**config.mk**
```make
export PLATFORM = sky130hd
export DESIGN_NAME = wav_header_stream_parser_unit
export DESIGN_NICKNAME = d
export VERILOG_FILES = /design/src/hw/rtl/wavhp_pkg.sv /design/src/hw/rtl/wav_header_stream_parser_unit.sv /design/src/hw/rtl/wavhp_out_buffer.sv
export VERILOG_INCLUDE_DIRS = /design/src /design/src/hw/rtl
export SDC_FILE = /design/constraint.sdc
export NUM_CORES = 1
export LEC_CHECK = 0
export ABC_CLOCK_PERIOD_IN_PS = 9900
export BUFFER_PORTS_ARGS = -buffer_cell sky130_fd_sc_hd__buf_2
export CORE_MARGIN = 1
export CORE_UTILIZATION = 35
export DETAILED_ROUTE_END_ITERATION = 6
export SETUP_SLACK_MARGIN = 0.1
export SKIP_CTS_REPAIR_TIMING = 1
export SYNTH_ARGS = -nofsm -noshare
export SYNTH_HDL_FRONTEND = slang
export SYNTH_SLANG_ARGS = --single-unit
```
**constraint.sdc**
```tcl
create_clock -name clk -period 9.9 [get_ports clk]
set_input_delay 1.485 -clock clk [delete_from_list [all_inputs] [get_ports clk]]
set_output_delay 1.485 -clock clk [all_outputs]
set_load 0.01 [all_outputs]
```
**src/hw/rtl/wav_header_stream_parser_unit_assert.svh**
```systemverilog
// ----------------------------------------------------------------------------
// WAV header parser assertion macros
// Concurrent assertion wrappers that compile away in synthesis builds.
// ----------------------------------------------------------------------------
`ifndef WAV_HEADER_STREAM_PARSER_UNIT_ASSERT_SVH
`define WAV_HEADER_STREAM_PARSER_UNIT_ASSERT_SVH

`ifndef SYNTHESIS

// Property that must hold at every clock edge outside reset.
`define WHSP_ASSERT(label, clk, rst_n, prop, msg) \
    label: assert property (@(posedge clk) disable iff (!rst_n) (prop)) \
        else $error(msg);

// Condition in one cycle that implies a condition in the next cycle.
`define WHSP_ASSERT_NEXT(label, clk, rst_n, cond, nxt, msg) \
    label: assert property (@(posedge clk) disable iff (!rst_n) (cond) |=> (nxt)) \
        else $error(msg);

`else

`define WHSP_ASSERT(label, clk, rst_n, prop, msg)
`define WHSP_ASSERT_NEXT(label, clk, rst_n, cond, nxt, msg)

`endif

`endif

```
**src/hw/rtl/wavhp_pkg.sv**
```systemverilog
// ----------------------------------------------------------------------------
// WAV header parser package
// Shared result type, status and format codes, chunk tags and helpers.
// ----------------------------------------------------------------------------
`default_nettype none

package wavhp_pkg;

    // Status codes reported with every byte.
    typedef enum logic [2:0] {
        ST_NEED_MORE    = 3'd0,
        ST_HEADER_READY = 3'd1,
        ST_NO_RIFF      = 3'd2,
        ST_NO_WAVE      = 3'd3,
        ST_FAILED       = 3'd4
    } status_t;

    // Format classes derived from the format tag.
    typedef enum logic [2:0] {
        FC_UNKNOWN = 3'd0,
        FC_PCM     = 3'd1,
        FC_FLOAT   = 3'd2,
        FC_ALAW    = 3'd3,
        FC_MULAW   = 3'd4
    } format_class_t;

    // Kind of the chunk whose size field is being read.
    typedef enum logic [1:0] {
        KIND_UNKNOWN = 2'd0,
        KIND_FMT     = 2'd1,
        KIND_DATA    = 2'd2
    } chunk_kind_t;

    // Little-endian four-character tags.
    localparam logic [31:0] TAG_RIFF = 32'h4646_4952;
    localparam logic [31:0] TAG_WAVE = 32'h4556_4157;
    localparam logic [31:0] TAG_FMT  = 32'h2074_6D66;
    localparam logic [31:0] TAG_DATA = 32'h6174_6164;

    // Format tags.
    localparam logic [15:0] FORMAT_PCM        = 16'h0001;
    localparam logic [15:0] FORMAT_FLOAT      = 16'h0003;
    localparam logic [15:0] FORMAT_ALAW       = 16'h0006;
    localparam logic [15:0] FORMAT_MULAW      = 16'h0007;
    localparam logic [15:0] FORMAT_EXTENSIBLE = 16'hFFFE;

    // fmt chunk lengths.
    localparam logic [31:0] FMT_PLAIN_LEN    = 32'd16;
    localparam logic [31:0] FMT_EXT_MIN_LEN  = 32'd40;
    localparam logic [31:0] FMT_EXT_USED_LEN = 32'd26;
    localparam logic [31:0] EXT_GAP_LEN      = 32'd8;

    // Field byte counts.
    localparam logic [2:0] LEN_WORD = 3'd4;
    localparam logic [2:0] LEN_HALF = 3'd2;

    // One result transaction.
    typedef struct packed {
        status_t       status;
        logic          consumed;
        format_class_t format_class;
        logic [15:0]   raw_format_tag;
        logic [15:0]   channel_count;
        logic [31:0]   sample_rate_hz;
        logic [15:0]   sample_bits;
        logic [31:0]   data_length;
    } result_t;

    // Maps a format tag onto its class.
    function automatic format_class_t class_of(input logic [15:0] tag);
        format_class_t fc;
        unique case (tag)
            FORMAT_PCM:   fc = FC_PCM;
            FORMAT_FLOAT: fc = FC_FLOAT;
            FORMAT_ALAW:  fc = FC_ALAW;
            FORMAT_MULAW: fc = FC_MULAW;
            default:      fc = FC_UNKNOWN;
        endcase
        return fc;
    endfunction

    // Rounds a chunk length up to even, wrapping at 32 bits.
    function automatic logic [31:0] even_up(input logic [31:0] n);
        logic [31:0] sum;
        sum = n + 32'd1;
        return {sum[31:1], 1'b0};
    endfunction

endpackage

`default_nettype wire

```
**src/hw/rtl/wav_header_stream_parser_unit.sv**
```systemverilog
// ----------------------------------------------------------------------------
// WAV header stream parser
// Walks a RIFF/WAVE header one byte per transaction and reports the
// parsed fmt fields and the data chunk size.
// ----------------------------------------------------------------------------
// The block accepts one file byte per clock cycle and returns exactly one
// result per byte, registered in the output buffer. All parser state is
// updated by a single pass of logic in the accept cycle; a two-entry output
// buffer lets the input keep accepting while a result waits downstream, so a
// stalled output holds the input off only once both entries are full. Assert
// start_of_file with the first byte of a file to clear all parser state.
// ----------------------------------------------------------------------------
`default_nettype none

`include "wav_header_stream_parser_unit_assert.svh"

module wav_header_stream_parser_unit
    import wavhp_pkg::*;
(
    input  wire logic        clk,
    input  wire logic        rst_n,
    input  wire logic        in_valid,
    output logic             in_ready,
    input  wire logic [7:0]  data_byte,
    input  wire logic        start_of_file,
    output logic             out_valid,
    input  wire logic        out_ready,
    output logic [2:0]       status,
    output logic             consumed,
    output logic [2:0]       format_class,
    output logic [15:0]      raw_format_tag,
    output logic [15:0]      channel_count,
    output logic [31:0]      sample_rate_hz,
    output logic [15:0]      sample_bits,
    output logic [31:0]      data_length
);

    typedef enum logic [3:0] {
        PH_RIFF_TAG   = 4'd0,
        PH_RIFF_SIZE  = 4'd1,
        PH_WAVE_TAG   = 4'd2,
        PH_CHUNK_TAG  = 4'd3,
        PH_CHUNK_SIZE = 4'd4,
        PH_FMT_FORMAT = 4'd5,
        PH_FMT_CHAN   = 4'd6,
        PH_FMT_RATE   = 4'd7,
        PH_FMT_BRATE  = 4'd8,
        PH_FMT_ALIGN  = 4'd9,
        PH_FMT_BITS   = 4'd10,
        PH_FMT_SUB    = 4'd11,
        PH_IN_DATA    = 4'd12,
        PH_FAILED     = 4'd13
    } phase_t;

    // Parser state.
    phase_t      phase_reg,     phase_next,     cur_phase;
    chunk_kind_t kind_reg,      kind_next,      cur_kind;
    logic [31:0] field_reg,     field_next,     cur_field;
    logic [2:0]  held_reg,      held_next,      cur_held;
    logic [2:0]  needed_reg,    needed_next,    cur_needed;
    logic [31:0] skip_reg,      skip_next,      cur_skip;
    logic [31:0] chunk_reg,     chunk_next,     cur_chunk;
    logic [31:0] rate_reg,      rate_next,      cur_rate;
    logic [15:0] chan_reg,      chan_next,      cur_chan;
    logic [15:0] bits_reg,      bits_next,      cur_bits;
    logic [15:0] format_reg,    format_next,    cur_format;
    logic [31:0] data_size_reg, data_size_next, cur_data_size;

    logic        accept;
    logic        buf_ready;
    status_t     step_status;
    logic        step_taken;
    logic [31:0] word;
    logic [2:0]  held_inc;
    result_t     step_result;
    result_t     out_result;

    assign in_ready = buf_ready;
    assign accept   = in_valid && buf_ready;

    // Start of file clears the state seen by this byte.
    always_comb
    begin
        cur_phase     = start_of_file ? PH_RIFF_TAG  : phase_reg;
        cur_kind      = start_of_file ? KIND_UNKNOWN : kind_reg;
        cur_field     = start_of_file ? 32'd0        : field_reg;
        cur_held      = start_of_file ? 3'd0         : held_reg;
        cur_needed    = start_of_file ? LEN_WORD     : needed_reg;
        cur_skip      = start_of_file ? 32'd0        : skip_reg;
        cur_chunk     = start_of_file ? 32'd0        : chunk_reg;
        cur_rate      = start_of_file ? 32'd0        : rate_reg;
        cur_chan      = start_of_file ? 16'd0        : chan_reg;
        cur_bits      = start_of_file ? 16'd0        : bits_reg;
        cur_format    = start_of_file ? 16'd0        : format_reg;
        cur_data_size = start_of_file ? 32'd0        : data_size_reg;
    end

    // Byte handling: skipping, field assembly and the action on a full field.
    always_comb
    begin
        phase_next     = cur_phase;
        kind_next      = cur_kind;
        field_next     = cur_field;
        held_next      = cur_held;
        needed_next    = cur_needed;
        skip_next      = cur_skip;
        chunk_next     = cur_chunk;
        rate_next      = cur_rate;
        chan_next      = cur_chan;
        bits_next      = cur_bits;
        format_next    = cur_format;
        data_size_next = cur_data_size;
        step_status    = ST_NEED_MORE;
        step_taken     = 1'b0;
        word           = ((cur_held == 3'd0) ? 32'd0 : cur_field)
                       | ({24'd0, data_byte} << {cur_held[1:0], 3'b000});
        held_inc       = cur_held + 3'd1;

        if (cur_phase == PH_IN_DATA)
        begin
            step_status = ST_HEADER_READY;
        end
        else if (cur_phase == PH_FAILED)
        begin
            step_status = ST_FAILED;
        end
        else if (cur_skip != 32'd0)
        begin
            skip_next  = cur_skip - 32'd1;
            step_taken = 1'b1;
        end
        else
        begin
            step_taken = 1'b1;
            field_next = word;
            held_next  = held_inc;
            if (held_inc >= cur_needed)
            begin
                held_next = 3'd0;
                unique case (cur_phase)
                    PH_RIFF_TAG:
                    begin
                        if (word != TAG_RIFF)
                        begin
                            phase_next  = PH_FAILED;
                            step_status = ST_NO_RIFF;
                        end
                        else
                        begin
                            phase_next  = PH_RIFF_SIZE;
                            needed_next = LEN_WORD;
                        end
                    end
                    PH_RIFF_SIZE:
                    begin
                        phase_next  = PH_WAVE_TAG;
                        needed_next = LEN_WORD;
                    end
                    PH_WAVE_TAG:
                    begin
                        if (word != TAG_WAVE)
                        begin
                            phase_next  = PH_FAILED;
                            step_status = ST_NO_WAVE;
                        end
                        else
                        begin
                            phase_next  = PH_CHUNK_TAG;
                            needed_next = LEN_WORD;
                        end
                    end
                    PH_CHUNK_TAG:
                    begin
                        if (word == TAG_FMT)
                        begin
                            kind_next = KIND_FMT;
                        end
                        else if (word == TAG_DATA)
                        begin
                            kind_next = KIND_DATA;
                        end
                        else
                        begin
                            kind_next = KIND_UNKNOWN;
                        end
                        phase_next  = PH_CHUNK_SIZE;
                        needed_next = LEN_WORD;
                    end
                    PH_CHUNK_SIZE:
                    begin
                        chunk_next = word;
                        if (cur_kind == KIND_FMT)
                        begin
                            if (word < FMT_PLAIN_LEN)
                            begin
                                phase_next  = PH_FAILED;
                                step_status = ST_FAILED;
                            end
                            else
                            begin
                                phase_next  = PH_FMT_FORMAT;
                                needed_next = LEN_HALF;
                            end
                        end
                        else if (cur_kind == KIND_DATA)
                        begin
                            data_size_next = word;
                            phase_next     = PH_IN_DATA;
                            step_status    = ST_HEADER_READY;
                        end
                        else
                        begin
                            skip_next   = even_up(word);
                            phase_next  = PH_CHUNK_TAG;
                            needed_next = LEN_WORD;
                        end
                    end
                    PH_FMT_FORMAT:
                    begin
                        format_next = word[15:0];
                        phase_next  = PH_FMT_CHAN;
                        needed_next = LEN_HALF;
                    end
                    PH_FMT_CHAN:
                    begin
                        chan_next   = word[15:0];
                        phase_next  = PH_FMT_RATE;
                        needed_next = LEN_WORD;
                    end
                    PH_FMT_RATE:
                    begin
                        rate_next   = word;
                        phase_next  = PH_FMT_BRATE;
                        needed_next = LEN_WORD;
                    end
                    PH_FMT_BRATE:
                    begin
                        phase_next  = PH_FMT_ALIGN;
                        needed_next = LEN_HALF;
                    end
                    PH_FMT_ALIGN:
                    begin
                        phase_next  = PH_FMT_BITS;
                        needed_next = LEN_HALF;
                    end
                    PH_FMT_BITS:
                    begin
                        bits_next = word[15:0];
                        if (cur_format == FORMAT_EXTENSIBLE)
                        begin
                            if (cur_chunk < FMT_EXT_MIN_LEN)
                            begin
                                phase_next  = PH_FAILED;
                                step_status = ST_FAILED;
                            end
                            else
                            begin
                                skip_next   = EXT_GAP_LEN;
                                phase_next  = PH_FMT_SUB;
                                needed_next = LEN_HALF;
                            end
                        end
                        else
                        begin
                            if (cur_chunk > FMT_PLAIN_LEN)
                            begin
                                skip_next = even_up(cur_chunk) - FMT_PLAIN_LEN;
                            end
                            phase_next  = PH_CHUNK_TAG;
                            needed_next = LEN_WORD;
                        end
                    end
                    PH_FMT_SUB:
                    begin
                        format_next = word[15:0];
                        if (cur_chunk > FMT_EXT_USED_LEN)
                        begin
                            skip_next = even_up(cur_chunk) - FMT_EXT_USED_LEN;
                        end
                        phase_next  = PH_CHUNK_TAG;
                        needed_next = LEN_WORD;
                    end
                    default:
                    begin
                        phase_next  = PH_FAILED;
                        step_status = ST_FAILED;
                    end
                endcase
            end
        end
    end

    // Result of this byte, taken from the updated state.
    always_comb
    begin
        step_result.status         = step_status;
        step_result.consumed       = step_taken;
        step_result.format_class   = class_of(format_next);
        step_result.raw_format_tag = format_next;
        step_result.channel_count  = chan_next;
        step_result.sample_rate_hz = rate_next;
        step_result.sample_bits    = bits_next;
        step_result.data_length    = data_size_next;
    end

    // Parser state registers.
    always_ff @(posedge clk or negedge rst_n)
    begin
        if (!rst_n)
        begin
            phase_reg     <= PH_RIFF_TAG;
            kind_reg      <= KIND_UNKNOWN;
            field_reg     <= 32'd0;
            held_reg      <= 3'd0;
            needed_reg    <= LEN_WORD;
            skip_reg      <= 32'd0;
            chunk_reg     <= 32'd0;
            rate_reg      <= 32'd0;
            chan_reg      <= 16'd0;
            bits_reg      <= 16'd0;
            format_reg    <= 16'd0;
            data_size_reg <= 32'd0;
        end
        else if (accept)
        begin
            phase_reg     <= phase_next;
            kind_reg      <= kind_next;
            field_reg     <= field_next;
            held_reg      <= held_next;
            needed_reg    <= needed_next;
            skip_reg      <= skip_next;
            chunk_reg     <= chunk_next;
            rate_reg      <= rate_next;
            chan_reg      <= chan_next;
            bits_reg      <= bits_next;
            format_reg    <= format_next;
            data_size_reg <= data_size_next;
        end
    end

    // Result buffer.
    wavhp_out_buffer u_out_buffer (
        .clk       (clk),
        .rst_n     (rst_n),
        .in_valid  (in_valid),
        .in_ready  (buf_ready),
        .in_data   (step_result),
        .out_valid (out_valid),
        .out_ready (out_ready),
        .out_data  (out_result)
    );

    assign status         = out_result.status;
    assign consumed       = out_result.consumed;
    assign format_class   = out_result.format_class;
    assign raw_format_tag = out_result.raw_format_tag;
    assign channel_count  = out_result.channel_count;
    assign sample_rate_hz = out_result.sample_rate_hz;
    assign sample_bits    = out_result.sample_bits;
    assign data_length    = out_result.data_length;

    // A partly gathered field never reaches its target length.
    `WHSP_ASSERT(a_held_below_needed, clk, rst_n, held_reg < needed_reg,
        "held byte count reached the field length")
    // Skipping happens only between chunks or in the extensible gap.
    `WHSP_ASSERT(a_skip_phase, clk, rst_n,
        skip_reg == 32'd0 || phase_reg == PH_CHUNK_TAG || phase_reg == PH_FMT_SUB,
        "skip count pending in an unexpected phase")
    // The failed phase holds until a new file starts.
    `WHSP_ASSERT_NEXT(a_failed_sticky, clk, rst_n,
        phase_reg == PH_FAILED && !(accept && start_of_file), phase_reg == PH_FAILED,
        "parser left the failed phase without a new file")
    // Once the header is done it stays done until a new file starts.
    `WHSP_ASSERT_NEXT(a_done_sticky, clk, rst_n,
        phase_reg == PH_IN_DATA && !(accept && start_of_file), phase_reg == PH_IN_DATA,
        "parser left the data phase without a new file")

endmodule

`default_nettype wire

```
**src/hw/rtl/wavhp_out_buffer.sv**
```systemverilog
// ----------------------------------------------------------------------------
// WAV header parser output buffer
// Two-entry output register with a skid stage, so a new result can be
// written while the previous one still waits downstream.
// ----------------------------------------------------------------------------
`default_nettype none

`include "wav_header_stream_parser_unit_assert.svh"

module wavhp_out_buffer
    import wavhp_pkg::*;
(
    input  wire logic    clk,
    input  wire logic    rst_n,
    input  wire logic    in_valid,
    output logic         in_ready,
    input  wire result_t in_data,
    output logic         out_valid,
    input  wire logic    out_ready,
    output result_t      out_data
);

    logic    out_valid_reg;
    logic    skid_valid_reg;
    result_t out_data_reg;
    result_t skid_data_reg;
    logic    out_valid_next;
    logic    skid_valid_next;
    logic    load_out;
    logic    load_skid;
    logic    move_skid;
    logic    push;
    logic    pop;

    assign in_ready  = !skid_valid_reg;
    assign push      = in_valid && in_ready;
    assign pop       = out_valid_reg && out_ready;
    assign out_valid = out_valid_reg;
    assign out_data  = out_data_reg;

    // Steering of a new transaction into the output or the skid register.
    always_comb
    begin
        load_out        = 1'b0;
        load_skid       = 1'b0;
        move_skid       = 1'b0;
        out_valid_next  = out_valid_reg;
        skid_valid_next = skid_valid_reg;
        if (skid_valid_reg)
        begin
            if (pop)
            begin
                move_skid       = 1'b1;
                skid_valid_next = 1'b0;
            end
        end
        else if (push)
        begin
            if (!out_valid_reg || pop)
            begin
                load_out       = 1'b1;
                out_valid_next = 1'b1;
            end
            else
            begin
                load_skid       = 1'b1;
                skid_valid_next = 1'b1;
            end
        end
        else if (pop)
        begin
            out_valid_next = 1'b0;
        end
    end

    // Valid flags.
    always_ff @(posedge clk or negedge rst_n)
    begin
        if (!rst_n)
        begin
            out_valid_reg  <= 1'b0;
            skid_valid_reg <= 1'b0;
        end
        else
        begin
            out_valid_reg  <= out_valid_next;
            skid_valid_reg <= skid_valid_next;
        end
    end

    // Payload registers.
    always_ff @(posedge clk)
    begin
        if (load_out)
        begin
            out_data_reg <= in_data;
        end
        else if (move_skid)
        begin
            out_data_reg <= skid_data_reg;
        end
        if (load_skid)
        begin
            skid_data_reg <= in_data;
        end
    end

    // The skid entry is only ever occupied behind a full output register.
    `WHSP_ASSERT(a_skid_behind_out, clk, rst_n, !skid_valid_reg || out_valid_reg,
        "skid entry valid while output register is empty")
    // A transaction written during a stall lands in the skid entry.
    `WHSP_ASSERT_NEXT(a_stall_fills_skid, clk, rst_n,
        push && out_valid_reg && !out_ready, skid_valid_reg,
        "transaction written during a stall was not kept")
    // A drained skid entry refills the output register.
    `WHSP_ASSERT_NEXT(a_skid_drains, clk, rst_n,
        skid_valid_reg && out_ready, out_valid_reg && !skid_valid_reg,
        "skid entry did not move to the output register")

endmodule

`default_nettype wire

```
Word-level counts from Yosys, hierarchy flattened
Cells that the tools add are included.

storage, ports and cells
  register bits = 460
  input port bits = 13
  output and inout bits = 121
  logic and storage cells = 208

operators by class
  $add $sub $neg = 6
  $lt $le $gt $ge = 5
  eq/ne operators = 25
  shift operators = 1
  mux-type cells = 124
  bitwise gates (word level) = 2
  reduce and logical (&&, ||, !) cells = 15

operators with widths
  kind                                                                           number
  32-bit 2-to-1 mux                                                              36
  16-bit 2-to-1 mux                                                              18
  119-bit 2-to-1 mux                                                             2
  32-bit one-hot mux with 3 select lines                                         1
  3-bit 2-to-1 mux                                                               26
  32-bit by 1-bit adder with 32-bit output, second input constant                2
  32-bit by 5-bit > comparator with 1-bit output, second input constant          2
  32-bit by 31-bit inequality test with 1-bit output, second input constant      2
  32-bit by 5-bit subtractor with 32-bit output, second input constant           2
  4-bit one-hot mux with 12 select lines                                         1
  4-bit 2-to-1 mux                                                               11
  16-bit by 3-bit == test with 1-bit output, second input constant               2
  32-bit by 30-bit == test with 1-bit output, second input constant              1
  32-bit by 31-bit == test with 1-bit output, second input constant              1
  32-bit by 5-bit less-than comparator with 1-bit output, second input constant  1
  32-bit by 6-bit less-than comparator with 1-bit output, second input constant  1
  32-bit OR                                                                      1
  32-bit nonzero test                                                            1
  8-bit by 5-bit left shift with 32-bit output                                   1
  32-bit by 1-bit subtractor with 32-bit output, second input constant           1
  4-bit == test, second input constant                                           6
  2-bit 2-to-1 mux                                                               10
  3-bit one-hot mux with 6 select lines                                          1
  16-bit by 1-bit == test with 1-bit output, second input constant               1
  25 further kinds                                                               47

Longest topological paths before layout
  depth after elaboration = 13
  depth in mapped cells = 25

By module
From an unflattened synthesis, not the netlist that was laid out.

unflattened totals
  cell total of the unflattened synthesis = 2619
  area, all modules = 26115.0 sq um

by module, submodules not included
  module                         instances  cells an instance  area an instance (sq um)
  wav_header_stream_parser_unit  1          2235               16846.2
  wavhp_out_buffer               1          384                9268.9

Worst setup path before layout
No wires, ideal clock.

  path type = input-to-reg
  from = input in_valid
  to = register u_out_buffer.out_data_reg (netlist bit u_out_buffer.out_data[0]) (enable)
  arrival time = 7.395 ns
  required time = 9.302 ns
  setup slack = 1.907 ns
  cell stages on the path = 6
  buffers on the path = 3
  cell sequence = nor2b_1 clkbuf_1 clkbuf_1 clkbuf_1 a21oi_1 nor2_1

between the ends
  word-level cells in the longest chain between the ends = 4

RTL lines
  what                          RTL line                             text
  from (decl)                   wav_header_stream_parser_unit.sv:22  input wire logic in_valid,
  1-bit logical AND             wavhp_out_buffer.sv:36               assign push = in_valid && in_ready;
  1-bit 2-to-1 mux              wavhp_out_buffer.sv:57               else if (push)
  1-bit 2-to-1 mux              wavhp_out_buffer.sv:49               if (skid_valid_reg)
  2-bit nonzero test (no line)  --
  to (signal assigned)          wavhp_out_buffer.sv:96               out_data_reg <= in_data;
  to (signal assigned)          wavhp_out_buffer.sv:100              out_data_reg <= skid_data_reg;
  to (decl)                     wavhp_out_buffer.sv:25               result_t out_data_reg;

No other way between the ends.
A chain may end at the register's enable or synchronous reset.

==> impl_metrics.yaml <==
status:
  status: "finished with violations"
  violations: "DRC"
hold_path:
  hold_path.class: "register to register"
  hp-start: "data_size_reg[2]"
  worstHoldEndpoint: "data_size_reg[2]"
  min_path_cells: 2
finish:
  fin_util_pct: 39.8
  syn2layout_area_growth_pct: 12.6
  layout.nets: 2869
  drive_gt1_share_pct: 11.4
  nFillCells: 7295
  stdcell_count: 3832
  fin_area_sq_mm: 0.0285
die:
  dieArea_sq_mm: 0.0735
  die_h_microns: 271
  num_rows: 98
  die_width_microns: 271
  ioPinCount: 134
  core_sq_mm: 0.0716
  start_util_pct: 35.4
yosys:
  syn_avg_cell_area_sq_um: 9.02
  synthTopCellsByArea: "edfxtp_1 (28%), dfrtp_1 (22%), o21ai_0 (7.7%)"
  yosysTopAreaCell: "edfxtp_1"
  synth-simple-area-share_pct: 18.5
  syn_nets: 2839
  synth_cell_types: 103
  synth.cell_area_sq_mm: 0.0253
  yosys_warnings: 0
  synth_top_family_by_area: "compound AO/OA/AOI/OAI gates"
  synth_compound_area_share_pct: 22.3
  synth_ff_type: "edfxtp_1"
  synthArstFlopShare_pct: 48.3
  yosys-top-cells-count: "nand2_1 (434), o21ai_0 (389), nor2_1 (239)"
  ys_ff_latch: 460
  synth_top_area_share_pct: 28.2
  synth-xor-area-share_pct: 2.07
  ys_seq_area_share_pct: 50.1
  synthCells: 2810
  yosys-mux-area-fraction_pct: 0.583
  synth.most_common_cell: "nand2_1"
  synth_edf_count: 238
  synthAdderAreaFrac_pct: 0.790
global_route:
  grt_max_degree: 225
  grt_pass1_vias: 20600
  globalRouteOverflowTotal: 0
  antenna_found_initial: 7
  track_usage_pct: 22.3
  grt_pass1_wl_microns: 128000
placement:
  numPortBuffers: 133
  dpl.hpwl_microns: 55800
  dp.cells: 3738
  placed_area_sq_mm: 0.0268
  gp_congestion: 0.981
clock_tree:
  cts_tree: "done"
  clk_latency_ns: 0.60
  cts_max_path_buffers: 3
  h-tree-depth: 2
  clkTransAtPathRegs_ns: 0.06
  cts_buffers: 50
  cts-root-buf: "clkbuf_16"
  cts_num_sinks: 460
setup_path:
  critPathCaptureType: "register"
  path_class: "primary input to register"
  worstSetupStartpointType: "primary input"
  crit_arrival_ns: 6.51
  r2r-start: "held_reg[1]"
  cp.required_ns: 10.35
  crit_fanout: 53
  rr_endpoint: "u_out_buffer.out_data[112]"
  r2r_cells: 14
  rrSetupSlack_ns: 4.67
timing:
  tightest_slew_ns: 1.29
  min_period_ns: 6.05
  fmax_mhz: 165
  fin_setup_tns_ns: 0
  setup_viol: 0
  slew_violations: 0
  finalHoldViolations: 0
  post-route-period-util_pct: 61.1
  rsz0062_at_grt: "false"
  finClkSkew_ns: 0.0198
  slew_headroom_pct: 14.2
power_and_ir_drop:
  max-vdd-ir-drop_v: 0.000204
  power_density_mw_per_mm2: 209
  p_leak_nw: 11.5
run:
  maxCapViolCount: 0
drt:
  first_pass_iters: 7
  wl_per_cell_microns: 21.8
  drt_iter0_markers: 2633
  via_per_inst: 5.77
  wl_microns: 83500
  drc: 8
  ant_nets: 0
  vias: 22100
-- stage by stage --
step | power, mW | setup slack [ns] | hold slack, ns
finish | 5.96 | 3.85 | 0.480
global route | 6.23 | 3.60 | 0.495
CTS | 5.99 | 4.01 | 0.485
detailed placement | 4.06 | 3.45 | 0.470
global placement | 4.06 | 3.49 | 0.456
floorplan | 3.52 | 1.91 | 0.442
-- how the worst max path moves through the flow --
stage / cells after the start / start / endpoint / slack (ns)
3_5_place_dp: 13 / start_of_file / u_out_buffer.out_data[112] / 3.45
5_1_grt: 15 / start_of_file / u_out_buffer.out_data[112] / 3.60
3_3_place_gp: 13 / start_of_file / u_out_buffer.out_data[112] / 3.49
4_1_cts: 15 / start_of_file / u_out_buffer.out_data[112] / 4.01
6_report: 15 / start_of_file / u_out_buffer.out_data[112] / 3.85
2_1_floorplan: 6 / in_valid / u_out_buffer.out_data[0] / 1.91
-- routing by layer --
metal,GRT usage [%],wire (microns)
met2,34.2,37700
met3,3.84,6290
met5,0,57
met1,31.3,36500
met4,8.13,2990
-- cell type report --
class / count / area [sq um] / area share (%)
Multi-Input combinational cell: 2001 / 11300 / 39.6
Inverter: 144 / 543 / 1.90
Clock inverter: 20 / 258 / 0.903
Clock buffer: 72 / 1420 / 4.96
Antenna cell: 2 / 5.00 / 0.0175
Timing Repair Buffer: 183 / 1100 / 3.87
Tap cell: 950 / 1190 / 4.17
Sequential cell: 460 / 12700 / 44.5
-- logic make-up (layout without fill, tap and decap cells) --
kind of cell	count (synthesis)	after routing
AND/OR/NAND/NOR	1004	1004
AO/OA/AOI/OAI	907	907
flip-flops	460	460
buffers and inverters	349	419
XOR/XNOR	60	60
adder cells (fa/ha/maj)	16	16
multiplexers	14	14
other	0	2
-- worst max-delay path: stages --
cell and delay [ns]:
buf_4 0.26, inv_4 0.51, nand2_1 0.17, ha_1 0.37
ha_1 0.31, a21o_1 0.18, a21oi_2 0.52, nor3_1 0.21
nand2_1 0.70, inv_1 0.25, a21oi_1 0.39, inv_2 0.07
or3_1 0.35, a222oi_1 0.43, mux2_2 0.24
-- placed cells by master (no fill, tap or decap), types with 8 or more instances in the layout --
| cell | instances |
|---|---|
| a211oi_1 | 8 |
| a21o_1 | 11 |
| a21oi_1 | 99 |
| a22o_1 | 21 |
| a22oi_1 | 33 |
| a31oi_1 | 134 |
| a32o_1 | 10 |
| a32oi_1 | 11 |
| a41oi_1 | 8 |
| and2_1 | 10 |
| and3_1 | 20 |
| buf_2 | 131 |
| buf_4 | 47 |
| clkbuf_1 | 16 |
| clkbuf_16 | 52 |
| clkinv_2 | 9 |
| dfrtp_1 | 221 |
| edfxtp_1 | 238 |
| ha_1 | 16 |
| inv_1 | 139 |
| mux2i_1 | 8 |
| nand2_1 | 432 |
| nand2b_1 | 13 |
| nand3_1 | 44 |
| nand4_1 | 37 |
| nor2_1 | 237 |
| nor2b_1 | 23 |
| nor3_1 | 60 |
| nor4_1 | 34 |
| o211ai_1 | 24 |
| o21a_1 | 11 |
| o21ai_0 | 389 |
| o21ai_1 | 13 |
| o22ai_1 | 15 |
| o31ai_1 | 12 |
| or3_1 | 17 |
| or4_1 | 9 |
| xnor2_1 | 39 |
| xor2_1 | 21 |
-- power breakdown --
group	switching, mW	internal, mW
clock	0.795	1.13
sequential	0.204	2.42
combinational	0.998	0.413
total	2.00	3.96
(Power assumes the default switching activity.)
